<file path="config.mk">
export PLATFORM = sky130hd
export DESIGN_NAME = ftab_front
export DESIGN_NICKNAME = d
export VERILOG_FILES = /design/src/rtl/ftab_pkg.sv /design/src/rtl/ftab_front.sv
export SDC_FILE = /design/constraint.sdc
export NUM_CORES = 1
export LEC_CHECK = 0
export BUFFER_PORTS_ARGS = -buffer_cell sky130_fd_sc_hd__buf_2
export CAP_MARGIN = 10
export CORE_ASPECT_RATIO = 1.2
export CORE_UTILIZATION = 50
export DETAILED_ROUTE_END_ITERATION = 10
export HOLD_SLACK_MARGIN = 0.03
export PLACE_DENSITY = 0.79
export SLEW_MARGIN = 30
export SYNTH_ARGS = -nofsm -noshare
export SYNTH_HDL_FRONTEND = slang
export SYNTH_SLANG_ARGS = --single-unit
export TNS_END_PERCENT = 10
</file>
<file path="constraint.sdc">
create_clock -name clk -period 2.4 [get_ports clk]
set_input_delay 0.24 -clock clk [delete_from_list [all_inputs] [get_ports clk]]
set_output_delay 0.24 -clock clk [all_outputs]
set_load 0.02 [all_outputs]
</file>
<file path="src/rtl/ftab_pkg.sv">
// ----------------------------------------------------------------------------
// ftab_pkg
// Types and constants shared by the IPv4 flow meter table.
// ----------------------------------------------------------------------------
package ftab_pkg;

	localparam int unsigned TABLE_DEPTH_DEF = 1024;
	localparam int unsigned FIFO_DEPTH      = 4;

	localparam logic [31:0] INACT_RESET = 32'd15000;
	localparam logic [31:0] ACT_RESET   = 32'd1800000;

	localparam logic       REG_INACT = 1'b0;
	localparam logic       REG_ACT   = 1'b1;

	localparam logic [7:0] ETH_IPV4_HI = 8'h08;
	localparam logic [7:0] ETH_IPV4_LO = 8'h00;
	localparam logic [7:0] IP_VER_MASK = 8'hf0;
	localparam logic [7:0] IP_VER_4    = 8'h40;
	localparam logic [7:0] PROTO_TCP   = 8'd6;
	localparam logic [7:0] PROTO_UDP   = 8'd17;
	localparam logic [7:0] FIN_RST     = 8'h05;
	localparam logic [7:0] STRB_FULL   = 8'hff;
	localparam logic [7:0] STRB_LAST   = 8'h7f;

	// emit sequence positions
	localparam logic [3:0] EMIT_A0   = 4'd0;
	localparam logic [3:0] EMIT_A3   = 4'd3;
	localparam logic [3:0] EMIT_B0   = 4'd4;
	localparam logic [3:0] EMIT_B3   = 4'd7;
	localparam logic [3:0] EMIT_STAT = 4'd8;

	typedef struct packed {
		logic [63:0] beat_data;
		logic        beat_last;
		logic [31:0] now_ms;
	} beat_t;

	typedef struct packed {
		logic [63:0] word;
		logic [7:0]  strobe_res;
		logic        record_end;
		logic        is_status;
		logic [31:0] processed_packets;
		logic [31:0] collisions;
		logic        run_end;
	} res_t;

	typedef struct packed {
		logic [31:0] inactive_timeout_ms;
		logic [31:0] active_timeout_ms;
	} cfg_t;

	// one packet summary, front to back
	typedef struct packed {
		logic        cap;
		logic [31:0] ts;
		logic [15:0] len;
		logic [7:0]  proto;
		logic [63:0] ips;
		logic [31:0] ports;
		logic [7:0]  flag_bits;
	} desc_t;

	typedef struct packed {
		logic [63:0] addrs;
		logic [39:0] pp;
		logic [63:0] times;
		logic [63:0] counts;
		logic [7:0]  flags;
	} entry_t;

endpackage

</file>
<file path="src/rtl/ftab_front.sv">
// ----------------------------------------------------------------------------
// ftab_front
// Header capture: pulls the 5-tuple, length, flags and time from each packet.
// ----------------------------------------------------------------------------
module ftab_front (
	input  logic             clk,
	input  logic             arst_n,
	input  logic             accept,
	input  ftab_pkg::beat_t  beat,
	output logic             push,
	output ftab_pkg::desc_t  desc
);

	logic [2:0]  idx_q;
	logic        drop_q, done_q;
	logic [31:0] ts_q;
	logic [15:0] len_q;
	logic [7:0]  proto_q, flags_q;
	logic [63:0] ips_q;
	logic [31:0] ports_q;

	logic        n_drop, n_done;
	logic [31:0] n_ts;
	logic [15:0] n_len;
	logic [7:0]  n_proto, n_flags;
	logic [63:0] n_ips;
	logic [31:0] n_ports;
	logic [7:0]  b [8];

	always_comb begin
		for (int i = 0; i < 8; i++) b[i] = beat.beat_data[8*i +: 8];
		n_drop = drop_q; n_done = done_q; n_ts = ts_q; n_len = len_q;
		n_proto = proto_q; n_flags = flags_q; n_ips = ips_q; n_ports = ports_q;
		if (!drop_q && !done_q) begin
			case (idx_q)
				3'd0: n_ts = beat.now_ms;
				3'd1: begin
					if (b[4] != ftab_pkg::ETH_IPV4_HI || b[5] != ftab_pkg::ETH_IPV4_LO ||
					    (b[6] & ftab_pkg::IP_VER_MASK) != ftab_pkg::IP_VER_4)
						n_drop = 1'b1;
				end
				3'd2: begin
					n_len   = {b[0], b[1]};
					n_proto = b[7];
					if (b[7] != ftab_pkg::PROTO_TCP && b[7] != ftab_pkg::PROTO_UDP)
						n_drop = 1'b1;
				end
				3'd3: n_ips = {b[2], b[3], b[4], b[5], b[6], b[7], 16'h0};
				3'd4: begin
					n_ips   = {ips_q[63:16], b[0], b[1]};
					n_ports = {b[2], b[3], b[4], b[5]};
				end
				3'd5: begin
					n_flags = (proto_q == ftab_pkg::PROTO_TCP) ? b[7] : 8'h0;
					n_done  = 1'b1;
				end
				default: ;
			endcase
		end
	end

	assign push = accept && beat.beat_last;
	assign desc = '{cap: n_done, ts: n_ts, len: n_len, proto: n_proto, ips: n_ips,
	                ports: n_ports, flag_bits: n_flags};

	always_ff @(posedge clk or negedge arst_n) begin
		if (!arst_n) begin
			idx_q  <= '0;
			drop_q <= 1'b0;
			done_q <= 1'b0;
		end else if (accept) begin
			if (beat.beat_last) begin
				idx_q  <= '0;
				drop_q <= 1'b0;
				done_q <= 1'b0;
			end else begin
				if (idx_q != 3'd7) idx_q <= idx_q + 3'd1;
				drop_q <= n_drop;
				done_q <= n_done;
			end
		end
	end

	always_ff @(posedge clk) begin
		if (accept) begin
			ts_q    <= n_ts;
			len_q   <= n_len;
			proto_q <= n_proto;
			flags_q <= n_flags;
			ips_q   <= n_ips;
			ports_q <= n_ports;
		end
	end

endmodule

</file>
# After elaboration in Yosys (flattened, before gate mapping)
# Cells that the tools add are included.
[totals]
elab_cells = 60
reg_bits = 165
mem_count = 0
ramBits = 0
latchBits = 0
inputBits = 100
rom_bits = 0
[op_classes]
div = 0
n_lt_le_gt_ge = 0
bitwise_logic = 0
n_mul = 0
muxes = 23
shifts = 0
eq_ne = 13
reduce_logical = 14
addsub = 1
[op_table]
columns = ["operator", "n"]
rows = [
  ["$mux W32", 4],
  ["$pmux W64 S2", 1],
  ["$mux W64", 1],
  ["$mux W8", 5],
  ["$mux W16", 2],
  ["$ne A3 B3 Y1 const B", 3],
  ["$eq A8 B3 Y1 const B", 1],
  ["$ne A8 B3 Y1 const B", 1],
  ["$ne A8 B4 Y1 const B", 1],
  ["$ne A8 B5 Y1 const B", 1],
  ["$reduce_bool A8 Y1", 1],
  ["$mux W1", 7],
  ["$eq A3 B2 Y1 const B", 2],
  ["$eq A3 B3 Y1 const B", 2],
  ["$mux W3", 2],
  ["$reduce_and A5 Y1", 1],
  ["$ne A4 B3 Y1 const B", 1],
  ["$reduce_bool A2 Y1", 2],
  ["$add A3 B1 Y3 const B", 1],
  ["$eq A3 B1 Y1 const B", 1],
  ["$logic_and A1 B1 Y1", 3],
  ["$logic_not A3 Y1", 1],
  ["$reduce_bool A3 Y1", 1],
  ["$logic_not A1 Y1", 2],
  ["other kinds (3)", 4],
]

# Longest topological paths before layout
[logic_depth]
ltp_word = 7
mapped_depth = 8

# Least setup slack after synthesis
# OpenSTA, ideal clock, no wires.
[synth_path]
kind = "register to register"
startpoint = "register idx_q[0]"
endpoint = "register ips_q[12], data pin"
period_less_slack_ns = 2.048
t_arrival_ns = 1.752
setup_slack_ns = 0.352
path_buffers = 2
required_time_ns = 2.104
stages_incl_launch_ff = 7
setup_ns = 0.296
cell_sequence = "dfrtp_1 inv_1 ha_1 and4bb_1 buf_4 clkbuf_1 o21ai_0"
[synth_rtl]
columns = ["element", "line_no", "source"]
rows = [
  ["from (decl)", "ftab_front.sv:14", "logic [2:0] idx_q;"],
  ["from (signal assigned)", "ftab_front.sv:77", "if (idx_q != 3'd7) idx_q <= idx_q + 3'd1;"],
  ["to (signal assigned)", "ftab_front.sv:90", "ips_q <= n_ips;"],
  ["to (decl)", "ftab_front.sv:19", "logic [63:0] ips_q;"],
]

==> results.md <==
* Outcome: finished, violations left
* Violated checks: design-rule violations, negative setup slack
* Chip height at between 100 and 150 um
* WP data required at roughly 2.2 ns
* Global-route usage over all layers at a little under a quarter
* Reg2reg setup slack at 0.39 ns
* I/O pins at 262
* WL/cell at 21.3 um
* Tmin final at 2.46 ns
* Post-synth ARST share at under 10%
* Min-Delay Endpoint: idx_q[0]
* Met2 usage at 40.5%
* Max Transition Viols Final at 0
* Distinct cell type count after synthesis at 36
* Worst vdd ir at 0.000455 V
* Die width at approximately 110 um
* Std cell rows at 47
* Class of the worst hold path: in -> reg
* Max-cap viol count at 0
* Num CTS Buffers at 17
* Routability Congestion at 0.802
* DRC at 14
* Die area at 14900 sq um
* Core ar. at around 14000 sq um
* Worst EP arrival at 2.22 ns
* Final setup skew at approximately 0.006 ns
* Vias per cell at 5.64
* Clock slew at reported path FFs at around 0.06 ns
* GR peak layer: met2
* Most common cell in the synthesized netlist: edfxtp_1
* Setup slack after layout at -0.0610 ns
* Grt ovf at 0
* Netlist Area Pre-Place at approximately 7000 sq um
* First-pass GRT wire length at approximately 27000 um
* Syn Nets at 544
* Initial antenna violation count at 0
* Routed Antenna Nets at 0
* FF-to-FF Start: idx_q[0]
* RSZ-0062 raised after global routing: yes
* Mapped Cells at between 400 and 500
* Top-area cell type share of the netlist area at about two thirds
* Final Hold Vio Count at 0
* Slowest cell on crit path: dfrtp_1
* Commonest cells in the netlist: edfxtp_1, mux2_2, a22o_1
* Pre-CTS setup slack at 0.236 ns
* Clock root buffer: clkbuf_16
* Maximum clock insertion buffer count at 2
* Worst slew margin at about 66%
* Routed wire length at around 19000 um
* Largest net degree at the start of global routing at 64
* Hold Crit Depth at 2
* Initial Utilization at about 52%
* Leak Pwr at ~4.2 nW
* Fin crit share at 103%
* Synth warnings at 0
* Met1 usage at 28.5%
* Port buffer count at roughly 260
* Max FO, Critical Path at 7
* Fin cells at ~900
* CP top delay family: buffers and inverters
* Most used DFF post-synth: edfxtp_1
* Met3 Usage GRT at between 6 and 7%
* Setup crit end kind: output port
* Seq cells post-synth at between 150 and 200
* Layout overhead on the synthesized area at 41.4%
* Worst Tran Pin Value at around 0.5 ns
* Max Clk Rate at 0.406 GHz
* H-tree Lvls at 4
* CP Cell Sequence: buf_4, ha_2, ha_1, a21boi_4, buf_12, clkbuf_16, a22o_1, buf_4
* Setup crit start kind: register
* Placed cells at 852
* Reg-to-reg endpoint: ips_q[38]
* Largest stage delay, worst path at 0.39 ns
* Setup CP Type: reg -> out
* CP Buf/Inv Count at 4
* Avg Synthesized Cell Area at approximately 16 sq um
* Via count at between 5000 and 6000
* Fillers at between 800 and 900
* Hold Path Origin: beat[32]
* Nets@finish at 837
* Largest area contributor in the synthesized netlist: edfxtp_1
* Share of the yosys chip area belonging to registers at 68.5%
* PwrDens at 854 nW/um^2
* CP most frequent cell: buf_4
* Setup Viol. Count Final at 33
* 1st-pass router iterations at 9
* Number of flops mapped to enable cells by yosys at 160
* Top post-synthesis cells by area: edfxtp_1, mux2_2, a22o_1, mux2_1, nand2_1
* Vias in the first global route at roughly 5000
* Share of post-route cells with drive strength above 1 at between 50% and 60%
* Number of clock sinks at roughly 170
* DRT iter0 DRCs at ~330
* Post-DP HPWL at 12000 um
* CTS tree: done
* Diode count at 0
* Register-to-Register Path Depth at 8
* Worst skew pair latency at approximately 0.42 ns
cells by family after synthesis:
kind of cell             after synthesis  synth area share [%]
AO/OA/AOI/OAI                         83                  9.00
adder cells (fa/ha/maj)                6                  1.04
buffers and inverters                 34                  3.04
flip-flops                           165                  68.5
multiplexers                          88                  13.8
AND/OR/NAND/NOR                       62                  4.66
flip-flops by register name, summed over array words and instances, names as in the netlist:
name     cells
flags_q      8
ips_q       64
ports_q     32
len_q       16
proto_q      8
done_q       1
drop_q       1
idx_q        3
ts_q        32
area by class of cell:
cell class / count / area, sq um / share of cell area (%)
Tap cell: 171 / 214 / 2.10
Clock buffer: 19 / 433 / 4.25
Sequential cell: 165 / 4930 / 48.5
Timing Repair Buffer: 302 / 2210 / 21.7
Clock inverter: 12 / 114 / 1.12
Multi-Input combinational cell: 239 / 2260 / 22.2
Inverter: 6 / 22.5 / 0.221
power by group:
part           total, mW  internal (mW)  switching (mW)
logic               2.42           1.06            1.35
registers           3.71           3.60           0.115
clock network       2.56           1.50            1.06
total               8.69           6.17            2.52
per-layer routing:
metal / share of wire, % / wire (um)
met1: 38 / 7440
met2: 54 / 10500
met3: 5.3 / 1030
met4: 2.6 / 510
met5: 0 / 0
per-stage QoR:
stage / TNS [ns] / power (mW) / util, % / cell area [sq um] / hold WS, ns
finish: -0.665 / 8.69 / 73.0 / 10200 / 0.0654
global route: -8.31 / 8.99 / 73.0 / 10200 / 0.0551
CTS: -0.906 / 8.50 / 68.6 / 9560 / 0.0421
detailed placement: 0 / 5.85 / 62.2 / 8680 / 0.0616
global placement: 0 / 5.77 / 62.2 / 8680 / 0.0577
floorplan: 0 / 5.08 / - / 7200 / -0.0556
cells in the final DEF (no fill, tap or decap), drive strengths merged, types with 2 or more instances in the layout:
| master | n |
|---|---|
| a21oi | 2 |
| nor2 | 5 |
| o21ai | 18 |
| nor4bb | 2 |
| mux2 | 88 |
| clkbuf | 22 |
| clkinvlp | 3 |
| nor4b | 5 |
| nand2 | 37 |
| dfrtp | 5 |
| ha | 6 |
| inv | 6 |
| bufinv | 2 |
| a22o | 56 |
| nor4 | 4 |
| and2 | 2 |
| buf | 298 |
| clkinv | 7 |
| edfxtp | 160 |
worst max path at each step:
stage / slack, ns / startpoint / depth (start not counted) / endpoint
2_1_floorplan: 0.35 / idx_q[0] / 6 / ips_q[12]
3_3_place_gp: 0.32 / idx_q[1] / 7 / desc[2]
3_5_place_dp: 0.24 / idx_q[0] / 8 / desc[56]
4_1_cts: -0.04 / idx_q[1] / 8 / desc[86]
5_1_grt: -0.13 / idx_q[1] / 8 / desc[78]
6_report: -0.06 / idx_q[0] / 8 / desc[78]
repair_timing:
item                                    4_1_cts  5_1_grt
cloned                                        3        3
endpoints found under the hold margin         5        0
resized for setup                            65      129
setup buffers                                 9       16
hold buffers                                  1        0
endpoints found under the setup margin      159      160
pin swaps                                     9       32
No activity file was read; power rests on OpenSTA's default activity.
