$ cat config.mk
export PLATFORM = sky130hd
export DESIGN_NAME = ftab_fifo
export DESIGN_NICKNAME = d
export VERILOG_FILES = /design/src/rtl/ftab_pkg.sv /design/src/rtl/ftab_fifo.sv
export SDC_FILE = /design/constraint.sdc
export NUM_CORES = 1
export LEC_CHECK = 0
export ABC_CLOCK_PERIOD_IN_PS = 6800
export BUFFER_PORTS_ARGS = -buffer_cell sky130_fd_sc_hd__buf_2
export CAP_MARGIN = 10
export CORE_MARGIN = 2
export CORE_UTILIZATION = 40
export DETAILED_ROUTE_END_ITERATION = 8
export PLACE_DENSITY = 0.68
export SYNTH_ARGS = -nofsm -noshare
export SYNTH_HDL_FRONTEND = slang
export SYNTH_SLANG_ARGS = --single-unit
export TNS_END_PERCENT = 10
$ cat constraint.sdc
create_clock -name clk -period 6.8 [get_ports clk]
set_input_delay 2.04 -clock clk [delete_from_list [all_inputs] [get_ports clk]]
set_output_delay 2.04 -clock clk [all_outputs]
set_load 0.03 [all_outputs]
$ cat src/rtl/ftab_pkg.sv
// ----------------------------------------------------------------------------
// ftab_pkg
// Types and constants shared by the IPv4 flow meter table.
// ----------------------------------------------------------------------------
package ftab_pkg;

	localparam int unsigned TABLE_DEPTH_DEF = 1024;
	localparam int unsigned FIFO_DEPTH      = 4;

	localparam logic [31:0] INACT_RESET = 32'd15000;
	localparam logic [31:0] ACT_RESET   = 32'd1800000;

	localparam logic       REG_INACT = 1'b0;
	localparam logic       REG_ACT   = 1'b1;

	localparam logic [7:0] ETH_IPV4_HI = 8'h08;
	localparam logic [7:0] ETH_IPV4_LO = 8'h00;
	localparam logic [7:0] IP_VER_MASK = 8'hf0;
	localparam logic [7:0] IP_VER_4    = 8'h40;
	localparam logic [7:0] PROTO_TCP   = 8'd6;
	localparam logic [7:0] PROTO_UDP   = 8'd17;
	localparam logic [7:0] FIN_RST     = 8'h05;
	localparam logic [7:0] STRB_FULL   = 8'hff;
	localparam logic [7:0] STRB_LAST   = 8'h7f;

	// emit sequence positions
	localparam logic [3:0] EMIT_A0   = 4'd0;
	localparam logic [3:0] EMIT_A3   = 4'd3;
	localparam logic [3:0] EMIT_B0   = 4'd4;
	localparam logic [3:0] EMIT_B3   = 4'd7;
	localparam logic [3:0] EMIT_STAT = 4'd8;

	typedef struct packed {
		logic [63:0] beat_data;
		logic        beat_last;
		logic [31:0] now_ms;
	} beat_t;

	typedef struct packed {
		logic [63:0] word;
		logic [7:0]  strobe_res;
		logic        record_end;
		logic        is_status;
		logic [31:0] processed_packets;
		logic [31:0] collisions;
		logic        run_end;
	} res_t;

	typedef struct packed {
		logic [31:0] inactive_timeout_ms;
		logic [31:0] active_timeout_ms;
	} cfg_t;

	// one packet summary, front to back
	typedef struct packed {
		logic        cap;
		logic [31:0] ts;
		logic [15:0] len;
		logic [7:0]  proto;
		logic [63:0] ips;
		logic [31:0] ports;
		logic [7:0]  flag_bits;
	} desc_t;

	typedef struct packed {
		logic [63:0] addrs;
		logic [39:0] pp;
		logic [63:0] times;
		logic [63:0] counts;
		logic [7:0]  flags;
	} entry_t;

endpackage

$ cat src/rtl/ftab_fifo.sv
// ----------------------------------------------------------------------------
// ftab_fifo
// Short packet-summary queue between capture and table update.
// ----------------------------------------------------------------------------
module ftab_fifo (
	input  logic             clk,
	input  logic             arst_n,
	input  logic             push,
	input  ftab_pkg::desc_t  din,
	input  logic             pop,
	output ftab_pkg::desc_t  dout,
	output logic             full,
	output logic             empty
);

	localparam int unsigned PW = $clog2(ftab_pkg::FIFO_DEPTH);

	ftab_pkg::desc_t mem_q [ftab_pkg::FIFO_DEPTH];
	logic [PW-1:0] wp_q, rp_q;
	logic [PW:0]   cnt_q;

	assign full  = (cnt_q == (PW+1)'(ftab_pkg::FIFO_DEPTH));
	assign empty = (cnt_q == '0);
	assign dout  = mem_q[rp_q];

	always_ff @(posedge clk) begin
		if (push) mem_q[wp_q] <= din;
	end

	always_ff @(posedge clk or negedge arst_n) begin
		if (!arst_n) begin
			wp_q  <= '0;
			rp_q  <= '0;
			cnt_q <= '0;
		end else begin
			if (push) wp_q <= wp_q + 1'b1;
			if (pop)  rp_q <= rp_q + 1'b1;
			cnt_q <= cnt_q + (PW+1)'(push) - (PW+1)'(pop);
		end
	end

endmodule

Word-level counts from Yosys, hierarchy flattened
Memories as Yosys holds them, arrays and structs flattened.
Cells that the tools add are included.

word-level totals
  flip-flop bits (word level) = 7
  bits in writable memories = 644
  input port bits = 165
  memories = 1

cells by class
  $add $sub $neg = 4
  equal/unequal tests = 1
  muxes and demuxes = 2
  reduce and logical (&&, ||, !) cells = 1

memories
  memory  words  width  rd ports  clocked after memory_dff  write ports  line             text
  mem_q   4      161    1         0                         1            ftab_fifo.sv:18  ftab_pkg::desc_t mem_q [ftab_pkg::FIFO_DEPTH];

operator list
  cell                   count
  $add A2 B1 Y2 const B  2
  $add A3 B1 Y3          1
  $eq A3 B3 Y1 const B   1
  $logic_not A3 Y1       1
  $sub A3 B1 Y3          1
  $mux W1                2

Logic depth before layout (Yosys ltp)
Gate-level depths: netlist of run 1.

  depth in word-level cells = 2
  depth in mapped cells = 7

Worst setup path after synthesis of run 1
No wires, ideal clock.

  path kind = input port to flip-flop
  from = input port push
  to = memory mem_q[0][0] in the netlist's numbering (enable)
  library setup time = 0.540 ns
  data arrival time = 5.708 ns
  data required time = 6.260 ns
  slack = 0.552 ns
  stages on the path = 1
  buffers on the path = 0
  path through = and2_1

on the way
  cells in the longest elaborated chain, start to end = 2

ends and longest elaborated chain
  element                        line             text
  from (decl)                    ftab_fifo.sv:8   input logic push,
  $mux W1                        ftab_fifo.sv:27  if (push) mem_q[wp_q] <= din;
  $mux W1 (implied by the code)  ftab_fifo.sv:27
  to (decl)                      ftab_fifo.sv:18

Every way passes these cells.

==> results of run 1 <==
## worst max-delay path, stage by stage, from the launching register on
cell and delay [ns]:
dfrtp_4 1.01, buf_12 0.42, mux4_2 0.60, buf_2 0.21
## per-layer routing
layer  vias up  part of all wire  GRT usage
met2       290              0.49      0.235
met1      5449              0.41      0.192
met4        22             0.025     0.0509
met5         -            0.0031          0
met3        97             0.075     0.0506
li1       4580                 -          -
## Yosys cell counts
cell / instances
ha_1: 6
inv_1: 6
xnor2_1: 3
and2_1: 4
xor2_1: 2
and3_1: 1
edfxtp_1: 644
nand2_1: 2
buf_1: 1
dfrtp_1: 7
buf_2: 19
buf_6: 9
clkbuf_1: 6
buf_4: 1
nor3_1: 1
fa_1: 1
o21ai_0: 1
mux4_2: 161
## worst paths after layout
check / to / slack, ns / depth (start not counted)
min in group asynchronous: rp_q[1] / 1.28 / 1
worst min-delay path: wp_q[0] / 0.54 / 1
worst max register to register: mem_q[2][118] / 4.30 / 4
max in group asynchronous: rp_q[0] / 5.33 / 1
worst min register to register: wp_q[0] / 0.54 / 1
worst max-delay path: dout[71] / 1.89 / 3
## through the flow
step                      cells  power (mW)  utilization
after floorplan             875        8.85            -
after global placement     1946        10.0        0.451
after detailed placement   1946        10.1        0.451
after CTS                  2069        13.7        0.489
after global routing       2070        14.1        0.489
final                      2071        13.4        0.489
## area by class of cell
cell class                      instances  area, um^2  share of cell area
Inverter                                6        22.5            0.000794
Clock buffer                           78        1780              0.0628
Tap cell                              765         957              0.0338
Multi-Input combinational cell        182        3820               0.135
Antenna cell                            2        5.00            0.000176
Clock inverter                         45         408              0.0144
Timing Repair Buffer                  342        1840              0.0648
Sequential cell                       651       19500               0.688
## power by group
group          switching [mW]  internal (mW)  leakage, nW
Clock                    1.47           2.12         1.06
Combinational            2.80           1.57         2.54
Sequential              0.234           5.25         6.00
## cell families (layout without fill, tap and decap cells)
group,after synthesis,in the layout,share of synthesized area
AOI/OAI and AO/OA,1,1,0.000212
and+or+nand+nor,8,8,0.00186
muxes,161,161,0.154
adders and majority gates,7,7,0.00403
buffers and inverters,42,471,0.0107
DFF,651,651,0.828
other,0,2,0
xor gates and xnor gates,5,5,0.00186
## registers in the layout, indices dropped and copies added, names as in the netlist
register / count
mem_q: 644
rp_q: 2
wp_q: 2
cnt_q: 3
==> impl_metrics.py, run 1 <==
metrics = {
    "outcome": {
        "status": "complete, no violations",
    },
    "die": {
        "ios": 328,
        "floorplan.core_area_mm2": 0.0580,
        "die_w_um": 247,
        "std_cell_rows": 88,
        "initial_core_util": 0.406,
        "die_area_mm2": 0.0609,
        "die_height_um": 247,
    },
    "cts": {
        "cts_made_buffers": 69,
        "clock-sinks": 651,
        "cts_tree": "yes",
        "cts.path.max_buffers": 3,
        "clk_pin_slew_ns": 0.06,
        "ctsHoldBuffers": 0,
        "clockRootBuffer": "clkbuf_16",
        "cts_resized": 0,
        "post_cts_buffers": 0,
        "clock_latency_ns": 0.59,
        "htreeDepth": 3,
    },
    "layout": {
        "nFillCells": 4617,
        "final_area_mm2": 0.0284,
        "final_layout_size_suffix_gt1_frac": 0.462,
        "layout_common_cells": "644 x edfxtp_1, 327 x buf_2, 161 x mux4_2, 70 x clkbuf_16, 21 x clkinv_1",
        "nets": 1424,
        "area_growth_pct": 20.3,
        "final_common_cell": "edfxtp_1",
    },
    "worst_setup_path": {
        "cp.arrival_ns": 2.87,
        "critPathLaunch": "rp_q[0]",
        "crit_type": "reg -> out",
        "cp.required_ns": 4.76,
        "end_kind": "primary output",
        "cp-start-kind": "register",
        "crit_path_max_fanout": 43,
        "r2r-start": "wp_q[0]",
    },
    "global_route": {
        "grt_pass1_wl_um": 67200,
        "grt_pass1_vias": 11180,
        "grt_overflow_total": 0,
        "grt_start_max_net_pins": 151,
        "antenna_found_initial": 13,
        "grt.total_usage": 0.148,
    },
    "placed_design": {
        "place.gp.congestion": 0.713,
        "placed_area_mm2": 0.0262,
        "io_buffers": 327,
        "pre_cts_slack_ns": 2.39,
        "dp_hpwl_um": 26500,
    },
    "route": {
        "wl_um": 44800,
        "drc": 0,
        "vias_per_cell": 5.04,
        "firstDrtPassIters": 4,
        "wl_per_cell_um": 21.6,
        "via_count": 10438,
        "dr.first_iter.drc_count": 548,
        "postRouteAntennaNets": 0,
    },
    "power_and_ir_drop": {
        "p_per_area_mw_per_mm2": 474,
        "p_leak_nw": 9.59,
        "irDropWorstVdd_mv": 0.334,
    },
    "synth": {
        "syn_nets": 1047,
        "synth-seq-cells": 651,
        "synthCells": 875,
        "synth_cell_types": 18,
        "yosysTopAreaCellShare": 0.820,
        "synth_area_mm2": 0.0236,
        "synth.largest_area_cell": "edfxtp_1",
        "yosysSeqAreaShare": 0.828,
        "synth-warning-count": 0,
        "synth_area_leaders": "edfxtp_1 82%, mux4_2 15%, dfrtp_1 0.74%, buf_6 0.43%, buf_2 0.40%",
        "syn_avg_cell_area_um2": 26.9,
    },
    "timing": {
        "fin_skew_ns": 0.0246,
        "tightest_slew_ns": 1.11,
        "finalMaxSlewViolations": 0,
        "fin_crit_sh": 0.723,
        "period_minus_slack_ns": 4.91,
        "rsz0062_at_grt": "no",
        "hold_viol": 0,
        "tns_ns": 0,
        "fmax_mhz": 204,
        "fin_ws_ns": 1.89,
        "timing.slew.headroom": 0.262,
        "timing.hold.ws_ns": 0.545,
        "setup_viol": 0,
    },
    "hold_path": {
        "hold_class": "reg -> reg",
        "hold_start": "wp_q[0]",
    },
    "job": {
        "max-cap-violations": 0,
    },
}
Power figures use the tool's default switching activity.
==> run 2: changes to the inputs <==
- ABC_AREA: default -> 1
- ABC_CLOCK_PERIOD_IN_PS: 6800 -> 4800
- PLACE_DENSITY: 0.68 -> 0.67
- clock period: 6.8 -> 4.8 ns (I/O delays scaled with it)
==> impl_metrics.py, run 2 <==
metrics = {
    "placed_design": {
        "io_buffers": 327,
        "placed_area_mm2": 0.0299,
        "dp_hpwl_um": 33800,
        "place.gp.congestion": 0.761,
        "pre_cts_slack_ns": 0.963,
        "dp_cells": 3696,
    },
    "synth": {
        "yosysTopAreaCellShare": 0.703,
        "ys_async_sr_fraction": 0.0108,
        "syn_avg_cell_area_um2": 10.7,
        "synth_commonest_cells": "816 x nand2_1, 656 x inv_1, 644 x edfxtp_1",
        "synth.largest_area_cell": "edfxtp_1",
        "synth_area_mm2": 0.0275,
        "synthCells": 2568,
        "syn_nets": 2740,
        "synth_cell_types": 16,
        "synth_area_leaders": "edfxtp_1 70%, nand2_1 11%, inv_1 9.0%, nand3_1 5.9%, buf_6 0.94%",
        "synth-seq-cells": 651,
        "ys.flop_type": "edfxtp_1",
        "synth-edff-count": 644,
        "yosysMostFrequentCell": "nand2_1",
        "yosysSeqAreaShare": 0.710,
        "synth-warning-count": 0,
    },
    "hold_path": {
        "hold_class": "reg -> reg",
        "hold_start": "wp_q[0]",
        "worstHoldPathCells": 1,
    },
    "timing": {
        "period_minus_slack_ns": 4.48,
        "timing.hold.ws_ns": 0.525,
        "tightest_slew_ns": 1.44,
        "hold_viol": 0,
        "fin_ws_ns": 0.319,
        "finalMaxSlewViolations": 0,
        "fin_crit_sh": 0.933,
        "fmax_mhz": 223,
        "fin_skew_ns": 0.0156,
        "setup_viol": 0,
        "tns_ns": 0,
        "timing.slew.headroom": 0.0384,
        "rsz0062_at_grt": "no",
    },
    "route": {
        "wl_per_cell_um": 15.5,
        "drc": 0,
        "via_count": 17222,
        "postRouteAntennaNets": 0,
        "firstDrtPassIters": 5,
        "dr.first_iter.drc_count": 1242,
        "wl_um": 59700,
        "vias_per_cell": 4.48,
    },
    "global_route": {
        "antenna_found_initial": 19,
        "grt.total_usage": 0.167,
        "grt_overflow_total": 0,
        "grt_pass1_wl_um": 90500,
        "grt_start_max_net_pins": 219,
        "grt_pass1_vias": 16262,
    },
    "die": {
        "initial_core_util": 0.402,
        "ios": 328,
        "die_w_um": 266,
        "die_height_um": 266,
        "floorplan.core_area_mm2": 0.0683,
        "die_area_mm2": 0.0709,
        "std_cell_rows": 96,
    },
    "power_and_ir_drop": {
        "irDropWorstVdd_mv": 0.552,
        "p_leak_nw": 15.0,
        "design_power_total_mw": 21.6,
        "p_per_area_mw_per_mm2": 667,
    },
    "layout": {
        "largest-register": "mem_q",
        "layout_common_cells": "816 x nand2_1, 652 x inv_1, 644 x edfxtp_1, 327 x buf_2, 323 x nand3_1",
        "final_common_cell": "nand2_1",
        "multi_input_area_mm2": 0.00482,
        "nets": 3061,
        "register_area_mm2": 0.0195,
        "final_layout_size_suffix_gt1_frac": 0.158,
        "largest_reg_flops": 644,
        "fin_cells": 3843,
        "nFillCells": 6074,
        "reg.largest.list": "mem_q: 644 flops, cnt_q: 3 flops",
        "utilization": 0.473,
        "area_growth_pct": 17.5,
        "final_area_mm2": 0.0323,
    },
    "cts": {
        "cts.path.max_buffers": 3,
        "ctsHoldBuffers": 0,
        "cts_made_buffers": 73,
        "clock-sinks": 651,
        "clk_pin_slew_ns": 0.06,
        "htreeDepth": 3,
        "clockRootBuffer": "clkbuf_16",
        "post_cts_buffers": 0,
        "clock_latency_ns": 0.61,
        "cts_tree": "yes",
        "cts_resized": 0,
    },
    "worst_setup_path": {
        "end_kind": "primary output",
        "cp-start-kind": "register",
        "cp.required_ns": 3.36,
        "critPathLaunch": "rp_q[0]",
        "rr_worst_depth": 4,
        "crit_path_max_fanout": 154,
        "crit_type": "reg -> out",
        "r2r-start": "wp_q[0]",
        "cp.arrival_ns": 3.04,
    },
    "outcome": {
        "status": "complete, no violations",
    },
    "job": {
        "max-cap-violations": 0,
    },
}
-- run 2: cell types whose count changed after synthesis, sizes merged --
cell,previous run,this run
clkbuf,6,18
nand3,0,323
inv,6,658
nor3,1,2
and2,4,0
mux4,161,0
nand2,2,816
xor2,2,3
and3,1,0
xnor2,3,0
buf,30,89
-- run 2: final cells by class --
type,instances,share of cell area
Sequential cell,651,0.604
Multi-Input combinational cell,1152,0.149
Inverter,658,0.0778
Timing Repair Buffer,353,0.0610
Clock buffer,89,0.0597
Tap cell,882,0.0342
Clock inverter,45,0.0132
Antenna cell,13,0.00101
-- run 2: worst paths after layout --
check	slack, ns	to
hold reg to reg	0.52	wp_q[0]
min in group asynchronous	0.70	cnt_q[1]
setup reg to reg	2.53	mem_q[1][133]
hold / removal	0.52	wp_q[0]
max in group asynchronous	3.88	rp_q[0]
setup / recovery	0.32	dout[26]
-- run 2: cells by family (layout without fill, tap and decap cells) --
kind of cell    count (synthesis)  after routing  synth area share
compound gates                  1              1          0.000182
xor+xnor                        3              3          0.000956
fa+ha+maj                       7              7           0.00346
buf+inv                       765           1145             0.115
flops                         651            651             0.710
other cells                     0             13                 0
simple gates                 1141           1141             0.171
-- run 2: report_power, final --
group	leakage [nW]	internal, mW	switching (mW)
Sequential	6.00	7.43	0.267
Clock	1.15	3.20	2.21
Combinational	7.81	2.12	6.33
Total	15.0	12.8	8.81
-- run 2: critical path, cell delays in order (launching register included) --
cell,delay (ns)
dfrtp_4,0.73
clkinv_8,0.55
buf_12,0.44
nand2_1,0.13
nand3_1,0.08
nand2_1,0.11
buf_2,0.20
-- run 2: metal layers --
| metal | vias up | global-route usage | wire length (um) |
|---|---|---|---|
| met2 | 361 | 0.291 | 30300 |
| met1 | 8075 | 0.197 | 24100 |
| met3 | 104 | 0.0396 | 3620 |
| li1 | 8670 | - | - |
| met5 | - | 0 | 70 |
| met4 | 12 | 0.0686 | 1530 |
